### src/rtl/core/pwl_pkg.sv
// pwl_pkg: shared types and codes for the process wait list
// status codes, controller states and the result record passed to the output stage
// no dependencies
package pwl_pkg;

	localparam int ID_W    = 6;
	localparam int CODE_W  = 32;
	localparam int ENTRY_W = 2 * ID_W;

	typedef enum logic {
		CMD_WAIT = 1'b0,
		CMD_WAKE = 1'b1
	} cmd_t;

	typedef enum logic [1:0] {
		STAT_WOKEN      = 2'd0,
		STAT_REGISTERED = 2'd1,
		STAT_FULL       = 2'd2,
		STAT_NONE       = 2'd3
	} status_t;

	typedef enum logic [1:0] {
		ST_IDLE,
		ST_READ,
		ST_CHECK
	} state_t;

	typedef struct packed {
		status_t           status;
		logic [ID_W-1:0]   woken_id;
		logic [CODE_W-1:0] code_out;
		logic              last;
	} result_t;

	typedef struct packed {
		logic    push;
		result_t res;
	} push_t;

endpackage

### src/rtl/core/pwl_mem.sv
// pwl_mem: wait entry storage, one write port and two registered read ports
// entry layout {waiter, target}; uses pwl_pkg for the entry width
module pwl_mem import pwl_pkg::*; #(
	parameter int DEPTH = 64
) (
	input  logic                     clk,
	input  logic                     wr_en,
	input  logic [$clog2(DEPTH)-1:0] wr_addr,
	input  logic [ENTRY_W-1:0]       wr_data,
	input  logic                     rd_en,
	input  logic [$clog2(DEPTH)-1:0] rd_addr_a,
	input  logic [$clog2(DEPTH)-1:0] rd_addr_b,
	output logic [ENTRY_W-1:0]       rd_data_a,
	output logic [ENTRY_W-1:0]       rd_data_b
);

	logic [ENTRY_W-1:0] mem [DEPTH];

	always_ff @(posedge clk) begin
		if (wr_en) begin
			mem[wr_addr] <= wr_data;
		end
	end

	always_ff @(posedge clk) begin
		if (rd_en) begin
			rd_data_a <= mem[rd_addr_a];
			rd_data_b <= mem[rd_addr_b];
		end
	end

endmodule

### src/rtl/core/pwl_ctrl.sv
// pwl_ctrl: command sequencer, entry count and wake scan over the entry memory
// instantiates pwl_mem; uses pwl_pkg types
module pwl_ctrl import pwl_pkg::*; #(
	parameter int MAX_PROCESSES = 64
) (
	input  logic              clk,
	input  logic              arst_n,
	input  logic              in_vld,
	output logic              in_rdy,
	input  cmd_t              cmd,
	input  logic [ID_W-1:0]   waiter_id,
	input  logic [ID_W-1:0]   target_id,
	input  logic [CODE_W-1:0] exit_code,
	input  logic              out_free,
	output push_t             out_push
);

	localparam int IDX_W = $clog2(MAX_PROCESSES);
	localparam int CNT_W = $clog2(MAX_PROCESSES + 1);
	localparam logic [CNT_W-1:0] CAP = CNT_W'(MAX_PROCESSES);

	state_t            state_q, state_d;
	logic [CNT_W-1:0]  cnt_q, idx_q, cnt_m1;
	logic [ID_W-1:0]   target_q, pend_id_q;
	logic [CODE_W-1:0] code_q;
	logic              pend_vld_q;

	logic               wr_en, rd_en, accept, scan_end, match, take_match;
	logic [IDX_W-1:0]   wr_addr;
	logic [ENTRY_W-1:0] wr_data, rd_a, rd_b;

	assign cnt_m1     = cnt_q - CNT_W'(1);
	assign accept     = in_vld && in_rdy;
	assign scan_end   = idx_q >= cnt_q;
	assign match      = rd_a[ID_W-1:0] == target_q;
	assign take_match = !pend_vld_q || out_free;

	pwl_mem #(.DEPTH(MAX_PROCESSES)) u_mem (
		.clk       (clk),
		.wr_en     (wr_en),
		.wr_addr   (wr_addr),
		.wr_data   (wr_data),
		.rd_en     (rd_en),
		.rd_addr_a (idx_q[IDX_W-1:0]),
		.rd_addr_b (cnt_m1[IDX_W-1:0]),
		.rd_data_a (rd_a),
		.rd_data_b (rd_b)
	);

	always_comb begin
		state_d = state_q;
		unique case (state_q)
			ST_IDLE: begin
				if (accept && cmd == CMD_WAKE) state_d = ST_READ;
			end
			ST_READ: begin
				if (!scan_end) state_d = ST_CHECK;
				else if (out_free) state_d = ST_IDLE;
			end
			ST_CHECK: begin
				if (!match || take_match) state_d = ST_READ;
			end
			default: state_d = ST_IDLE;
		endcase
	end

	always_comb begin
		in_rdy   = 1'b0;
		rd_en    = 1'b0;
		wr_en    = 1'b0;
		wr_addr  = cnt_q[IDX_W-1:0];
		wr_data  = {waiter_id, target_id};
		out_push = '0;
		unique case (state_q)
			ST_IDLE: begin
				in_rdy = out_free;
				if (accept && cmd == CMD_WAIT) begin
					out_push.push     = 1'b1;
					out_push.res.last = 1'b1;
					if (cnt_q >= CAP) begin
						out_push.res.status = STAT_FULL;
					end else begin
						out_push.res.status = STAT_REGISTERED;
						wr_en               = 1'b1;
					end
				end
			end
			ST_READ: begin
				if (!scan_end) begin
					rd_en = 1'b1;
				end else if (out_free) begin
					// final beat of the wake: held waiter, or nobody found
					out_push.push     = 1'b1;
					out_push.res.last = 1'b1;
					if (pend_vld_q) begin
						out_push.res.status   = STAT_WOKEN;
						out_push.res.woken_id = pend_id_q;
						out_push.res.code_out = code_q;
					end else begin
						out_push.res.status = STAT_NONE;
					end
				end
			end
			ST_CHECK: begin
				if (match && take_match) begin
					// move the tail entry into the hole, recheck the same slot
					wr_en   = 1'b1;
					wr_addr = idx_q[IDX_W-1:0];
					wr_data = rd_b;
					if (pend_vld_q) begin
						out_push.push         = 1'b1;
						out_push.res.status   = STAT_WOKEN;
						out_push.res.woken_id = pend_id_q;
						out_push.res.code_out = code_q;
					end
				end
			end
			default: ;
		endcase
	end

	always_ff @(posedge clk or negedge arst_n) begin
		if (!arst_n) begin
			state_q    <= ST_IDLE;
			cnt_q      <= '0;
			idx_q      <= '0;
			pend_vld_q <= 1'b0;
		end else begin
			state_q <= state_d;
			unique case (state_q)
				ST_IDLE: begin
					if (accept && cmd == CMD_WAIT && cnt_q < CAP) cnt_q <= cnt_q + CNT_W'(1);
					idx_q      <= '0;
					pend_vld_q <= 1'b0;
				end
				ST_READ: begin
					if (scan_end && out_free) pend_vld_q <= 1'b0;
				end
				ST_CHECK: begin
					if (!match) begin
						idx_q <= idx_q + CNT_W'(1);
					end else if (take_match) begin
						cnt_q      <= cnt_m1;
						pend_vld_q <= 1'b1;
					end
				end
				default: ;
			endcase
		end
	end

	always_ff @(posedge clk) begin
		if (accept) begin
			target_q <= target_id;
			code_q   <= exit_code;
		end
		if (state_q == ST_CHECK && match && take_match) pend_id_q <= rd_a[ENTRY_W-1:ID_W];
	end

endmodule

### src/rtl/core/process_wait_list_top.sv
// process_wait_list_top: table of waiting processes, woken by the process they wait on
// instantiates pwl_ctrl (with pwl_mem) and holds the output register; uses pwl_pkg
//
// usage:
//   s_* channel takes one command beat: s_tuser = command (0 wait, 1 wake),
//   s_tdata = {exit_code, target_id, waiter_id}. m_* channel gives result beats:
//   m_tuser = status, m_tdata = {code_out, woken_id}, m_tlast = final beat of the command.
//   a wait appends (waiter, target) and answers one beat in the cycle after the accept,
//   or a table full status when MAX_PROCESSES entries are held; waits can be taken
//   one per cycle while the receiver keeps up.
//   a wake scans the entry memory from entry 0; each visited slot is first read from
//   memory, then compared; a match rewrites the slot from the tail entry and
//   the slot is checked again. one woken waiter is held back until the next match
//   or the scan end, so the last beat can carry m_tlast; with no match the wake gives
//   one none-waiting beat. s_tready is high only between commands and while the output
//   register is free. when the receiver stalls, the scan runs on until it has a beat
//   to give, then waits with the result in the output register; nothing is lost.
//   reset empties the table (count to zero); entry contents are not cleared and no
//   clearing pass is needed.
module process_wait_list_top import pwl_pkg::*; #(
	parameter int MAX_PROCESSES = 64
) (
	input  logic        clk,
	input  logic        arst_n,
	input  logic        s_tvalid,
	output logic        s_tready,
	input  logic [47:0] s_tdata,   // waiter_id[5:0], target_id[11:6], exit_code[43:12], zero
	input  logic        s_tuser,   // command
	output logic        m_tvalid,
	input  logic        m_tready,
	output logic [39:0] m_tdata,   // woken_id[5:0], code_out[37:6], zero
	output logic [1:0]  m_tuser,   // status
	output logic        m_tlast
);

	push_t   push;
	result_t res_q;
	logic    vld_q, out_free;

	assign out_free = !vld_q || m_tready;

	pwl_ctrl #(.MAX_PROCESSES(MAX_PROCESSES)) u_ctrl (
		.clk       (clk),
		.arst_n    (arst_n),
		.in_vld    (s_tvalid),
		.in_rdy    (s_tready),
		.cmd       (cmd_t'(s_tuser)),
		.waiter_id (s_tdata[5:0]),
		.target_id (s_tdata[11:6]),
		.exit_code (s_tdata[43:12]),
		.out_free  (out_free),
		.out_push  (push)
	);

	always_ff @(posedge clk or negedge arst_n) begin
		if (!arst_n) begin
			vld_q <= 1'b0;
		end else begin
			if (push.push) vld_q <= 1'b1;
			else if (m_tready) vld_q <= 1'b0;
		end
	end

	always_ff @(posedge clk) begin
		if (push.push) res_q <= push.res;
	end

	assign m_tvalid = vld_q;
	assign m_tuser  = res_q.status;
	assign m_tdata  = {2'b00, res_q.code_out, res_q.woken_id};
	assign m_tlast  = res_q.last;

endmodule

### config.mk
export PLATFORM = sky130hd
export DESIGN_NAME = process_wait_list_top
export DESIGN_NICKNAME = d
export VERILOG_FILES = /design/src/rtl/core/pwl_pkg.sv /design/src/rtl/core/pwl_mem.sv /design/src/rtl/core/pwl_ctrl.sv /design/src/rtl/core/process_wait_list_top.sv
export SDC_FILE = /design/constraint.sdc
export NUM_CORES = 1
export LEC_CHECK = 0
export ABC_CLOCK_PERIOD_IN_PS = 13200
export BUFFER_PORTS_ARGS = -buffer_cell sky130_fd_sc_hd__buf_2
export CAP_MARGIN = 5
export CELL_PAD_IN_SITES_DETAIL_PLACEMENT = 0
export CELL_PAD_IN_SITES_GLOBAL_PLACEMENT = 1
export CORE_MARGIN = 4
export CORE_UTILIZATION = 35
export CTS_BUF_LIST = sky130_fd_sc_hd__clkbuf_4
export DETAILED_ROUTE_END_ITERATION = 16
export GPL_TIMING_DRIVEN = 0
export PLACE_DENSITY = 0.57
export SYNTH_ARGS = -nofsm -noshare
export SYNTH_HDL_FRONTEND = slang
export SYNTH_SLANG_ARGS = --single-unit
export TNS_END_PERCENT = 100
### constraint.sdc
create_clock -name clk -period 13.2 [get_ports clk]
set_input_delay 1.32 -clock clk [delete_from_list [all_inputs] [get_ports clk]]
set_output_delay 1.32 -clock clk [all_outputs]
set_load 0.1 [all_outputs]
# Yosys cells after proc, flatten, opt, wreduce, memory -nomap -nowiden
# Memory sizes are Yosys's and may differ from the RTL's. A register that Yosys moved wholly into a read port is not among the register bits.
# Cells that the tools add are included.
# op_classes
add_sub_neg,3
multipliers,0
div,0
magnitude_cmp,3
n_eq_ne,11
shifts,0
n_mux,42
bitwise,1
n_reduce_logical,22
# ops
cell,count
42-bit two-way mux,2
41-bit two-way mux,2
38-bit one-hot mux with 2 select lines,1
38-bit two-way mux,1
7-bit two-way mux,4
7-bit one-hot mux with 2 select lines,2
12-bit two-way mux,2
7-bit by 1-bit adder with 7-bit output (second input constant),2
1-bit two-way mux,14
2-bit two-way mux,6
6-bit two-way mux,2
2-bit by 1-bit != test with 1-bit output (second input constant),6
3-bit one-hot mux with 3 select lines,1
1-bit logical AND,8
4-bit AND reduction,2
7-bit greater-or-equal comparator,1
7-bit greater-or-equal comparator (second input constant),1
7-bit less-than comparator (second input constant),1
7-bit by 1-bit subtractor with 7-bit output (second input constant),1
6-bit equality test,1
2-bit one-hot mux with 3 select lines,1
1-bit one-hot mux with 2 select lines,2
2-bit nonzero test,2
1-bit logical NOT,3
12 further kinds,14
# totals
reg_bits,103
latchBits,0
mem_bits_rw,768
mem_bits_ro,0
inputBits,53
output_inout_bits,45
elab_cells,95
n_memories,1
# mem_list
name,words,width,rd,rd_ports_with_merged_regs,wr,line_no,source
u_ctrl.u_mem.mem,64,12,2,2,1,pwl_mem.sv:17,logic [ENTRY_W-1:0] mem [DEPTH];

# Longest topological paths before layout
# logic_depth
depth_word,9
mapped_depth,14
mapped_depth_nobuf,8

# By module
# From an unflattened synthesis, not the netlist that was laid out.
# unflattened
cells_unflattened,2169
area_unflattened_um2,41323.4
# by_module_without_submodules
module,instances,cells_each,area_per_inst_um2
pwl_mem,1,1807,36532.5
pwl_ctrl,1,315,3493.4
process_wait_list_top,1,47,1297.5

# Worst setup path before layout
# OpenSTA, ideal clock, no wires.
# synth_timing
path_kind,register -> register
start,register u_ctrl.idx_q[0]
end,register res_q (netlist bit m_tdata[0]) (enable)
arrival_ns,3.872
slack_ns,8.889
path_stages_with_launch,13
n_path_buf,4
period_less_slack_ns,4.311
cell_sequence,dfrtp_1 > clkbuf_2 > buf_4 > buf_6 > buf_2 > inv_1 > ha_1 > nand2b_1 > a21o_1 > a21oi_1 > o21ai_1 > a221oi_1 > nor2_1
# synth_rtl
item,line_no,source
"start, declared",pwl_ctrl.sv:23,"logic [CNT_W-1:0] cnt_q, idx_q, cnt_m1;"
"start signal, assigned",pwl_ctrl.sv:141,idx_q <= idx_q + CNT_W'(1);
"end signal, assigned",process_wait_list_top.sv:65,if (push.push) res_q <= push.res;
"end, declared",process_wait_list_top.sv:37,result_t res_q;

# Final worst setup path
# layout_timing
start,register u_ctrl.cnt_q[0]
end,"register u_ctrl.u_mem.rd_data_b[9], read port of u_ctrl.u_mem.mem (data pin)"
# layout_between
elab_chain_cells,3
word_cells_on_any_way,4
# layout_rtl
item,line_no,source
"start, declared",pwl_ctrl.sv:23,
"start signal, assigned",pwl_ctrl.sv:132,if (accept && cmd == CMD_WAIT && cnt_q < CAP) cnt_q <= cnt_q + CNT_W'(1);
"start signal, assigned",pwl_ctrl.sv:143,cnt_q <= cnt_m1;
7-bit greater-or-equal comparator,pwl_ctrl.sv:34,assign scan_end = idx_q >= cnt_q;
1-bit two-way mux,pwl_ctrl.sv:89,if (!scan_end) begin
1-bit two-way mux,pwl_ctrl.sv:74,unique case (state_q)
"end, declared",pwl_mem.sv:14,output logic [ENTRY_W-1:0] rd_data_b
# Parallel ways exist; a longest one is shown, timed or not.
# A chain may end at the register's enable or synchronous reset.

==> run summary <==
Die Height: 352 um
WS Path Type: reg -> reg
Most used cell along the critical path: buf_2
Tmin final: 5.60 ns
Synth Instances: 2316
Pwr/cell area: 211 nW/um2
Die Width: 352 um
Syn. warnings: 0
Vias per cell: 5.95
WP depth: 11
Lkg Pwr: 15.6 nW
Io pins: 98
Min-Delay Path Class: in -> async
CTS Buffer Depth: 3
WL per Instance: 33.5 um
Crit end category: flop
Seq/Total Area, Yosys: 0.646
Root Buffer: clkbuf_4
Cell taking the most area after synthesis: edfxtp_1
CP max FO: 10
First-pass GRT wire length: 206 mm
Most used DFF post-synth: edfxtp_1
Row count: 126
Full die area: 124000 um2
Top cell type's share of synthesized area: 0.635
Post-synth ARST share: 0.0201
Num CTS Buffers: 234
Mean post-synth cell area: 17.9 um2
Fmax: 0.179 GHz
Nets: 2785
CP required: 14.21 ns
Arr. time, crit path: 6.61 ns
HPWL after DPL: 105 mm
Relative slew slack: 0.0997
Ordered cell list for the critical path: buf_2 > buf_2 > inv_2 > ha_1 > buf_2 > buf_2 > clkbuf_1 > mux4_2 > mux2i_1 > a222oi_1 > a32o_1
Max IR drop VDD: 0.0000906 V
Vias in the first global route: 26900
Share of cells above drive strength 1: 0.384
Flops & latches, synth: 895
Gr ovfl total: 0
PortBufs: 91
DRT antenna net count: 0
Netlist Area Pre-Place: 41500 um2
Initial antenna violation count: 5
# Post-CTS Setup Buffers: 0
# DRC: 0
Drt pass-1 iters: 9
Fin. max-slew vios: 0
Clk sinks: 895
Worst flop-to-flop path startpoint: u_ctrl.cnt_q[0]$_DFFE_PN0P_
# setup viols final: 0
EDFF count, synth: 877
R2r setup slk: 7.60 ns
Core area: 118000 um2
CTS-repair resized insts: 0
Outcome: completed
Clock-pin slew on the worst setup and hold paths: 0.07 ns
# H-tree levels: 4
Post-CTS Hold Buffers: 0
Tcrit/Tclk final: 0.424
Post-layout worst setup margin: 7.60 ns
Delay-heaviest family, CP: buffers and inverters
Worst setup SP type: flop
Reg-to-Reg End: u_ctrl.u_mem.rd_data_b[9]$_DFFE_PP_
Max Cap Violations: 0
Setup tns final: 0 ns
Layout area overhead: 16.6%
Pin count of the biggest net entering global routing: 65
Setup slack after placement: 7.68 ns
Crit path launch: u_ctrl.cnt_q[0]$_DFFE_PN0P_
CP Capture Point: u_ctrl.u_mem.rd_data_b[9]$_DFFE_PP_
Synth area leaders: edfxtp_1 (63%), mux4_2 (21%), nand2_1 (2.5%), mux2i_1 (1.2%), dfrtp_1 (1.1%)
Final clock skew: 0.0574 ns
Yosys cell types: 66
Routed WL: 149 mm
Initial core utilization: 0.352
Final Hold Viols: 0
Via count: 26500
Tightest Pin Transition: 1.35 ns
Total track usage: 0.236
Top-count cell post-synth: edfxtp_1
CTS tree: built
RSZ-0062 raised after global routing: no
DRT iter0 DRCs: 3420
CP max-delay cell: a222oi_1
GPL Wtd Cong: 0.898
Buf/Inv on CP: 6
Clk_lat worst skew: 1.14 ns
CP peak stage delay: 1.07 ns
Worst-case reg-to-reg path depth: 11
Commonest cells in the netlist: edfxtp_1 (877), mux4_2 (395), nand2_1 (274)
-- cells in the final DEF, fill, tap and decap left out, types with 11 or more instances in the layout --
cell type | synthesis | final
edfxtp_1 | 877 | 877
mux4_2 | 395 | 395
clkbuf_4 | 0 | 332
nand2_1 | 274 | 262
buf_2 | 64 | 157
clkinv_1 | 2 | 67
nor2_2 | 1 | 60
clkbuf_1 | 58 | 58
nor2_1 | 119 | 57
nand3_1 | 55 | 55
mux2i_1 | 48 | 48
a21oi_1 | 46 | 46
buf_8 | 0 | 41
nor3b_1 | 39 | 39
a31oi_1 | 31 | 31
buf_4 | 23 | 30
xnor2_1 | 21 | 21
buf_1 | 19 | 18
dfrtp_1 | 18 | 18
o211ai_1 | 17 | 17
a32o_1 | 16 | 16
ha_1 | 15 | 15
clkinv_2 | 0 | 15
mux2_2 | 14 | 14
buf_16 | 0 | 13
inv_1 | 12 | 12
nor3_1 | 12 | 12
a22oi_1 | 12 | 12
o21ai_0 | 11 | 11
-- state kept, by name, indices dropped and copies added (netlist names) --
register / count
m_tlast: 1
m_tuser: 2
m_tvalid: 1
u_ctrl.code_q: 32
u_ctrl.cnt_q: 7
m_tdata: 38
u_ctrl.pend_vld_q: 1
u_ctrl.target_q: 6
u_ctrl.state_q: 2
u_ctrl.u_mem.rd_data_b: 12
u_ctrl.pend_id_q: 6
u_ctrl.u_mem.mem: 768
u_ctrl.idx_q: 7
u_ctrl.u_mem.rd_data_a: 12
-- metal layers --
metal  up-vias  part of all wire  wire length [um]  global-route usage
met5         -          0.000074                11                   0
met2      1622              0.47             70100               0.376
met4         2             0.041              6160              0.0999
met3       292             0.094             13900              0.0599
li1      10500                 -                 -                   -
met1     14000              0.39             58800               0.309
-- layout make-up --
cell class,count,area [um2]
fillers,10700,69600
flip-flops and latches,895,26800
multi-input cells,1231,14000
clock buffers,331,2480
well taps,1536,1920
repair buffers,164,1690
plain buffers,174,890
clock inverters,93,543
inverters,17,63.8
diodes,9,22.5
-- cells by family (layout without fill, tap and decap cells) --
logic type,Yosys count,in the layout,share of synthesized area
other cells,1,11,0.0000904
flops,895,895,0.646
xor+xnor,24,24,0.00570
buf+inv,191,779,0.0230
fa+ha+maj,15,15,0.00452
compound gates,194,194,0.0335
simple gates,539,539,0.0578
mux,457,457,0.230
-- worst min path at each step --
stage,endpoint,slack (ns),cells after the start
after floorplan,u_ctrl.pend_id_q[0]$_DFFE_PP_,0.40,0
after global placement,u_ctrl.pend_id_q[5]$_DFFE_PP_,0.40,0
after detailed placement,u_ctrl.pend_id_q[2]$_DFFE_PP_,0.40,0
after CTS,u_ctrl.state_q[0]$_DFFE_PN0P_,0.04,1
after global routing,u_ctrl.state_q[0]$_DFFE_PN0P_,0.06,1
final,u_ctrl.idx_q[2]$_DFFE_PN0P_,0.14,1
-- metrics by stage --
stage                     total power, mW  hold WS (ns)  area, um2  std cells   util
after floorplan                      5.99         0.400      41500       2317      -
after global placement               7.71         0.402      43900       3944  0.372
after detailed placement             7.75         0.405      45300       4015  0.384
after CTS                            10.2        0.0409      48300       4439  0.410
after global routing                 10.6        0.0599      48400       4450  0.410
final                                10.2         0.143      48400       4450  0.410
-- power by group --
| part | switching [mW] | internal (mW) | total [mW] |
|---|---|---|---|
| clock | 1.19 | 1.27 | 2.46 |
| combinational | 2.87 | 1.55 | 4.42 |
| sequential | 0.0370 | 3.27 | 3.31 |
| total | 4.10 | 6.09 | 10.2 |
-- worst reg2reg max path: stages (launching register included) --
cell	delay, ns
dfrtp_1	0.37
buf_2	0.26
buf_2	0.49
inv_2	0.17
ha_1	0.35
buf_2	0.31
buf_2	0.56
clkbuf_1	1.02
mux4_2	0.42
mux2i_1	0.15
a222oi_1	1.07
a32o_1	0.31
Note: power is estimated with default switching activity, not from simulation.
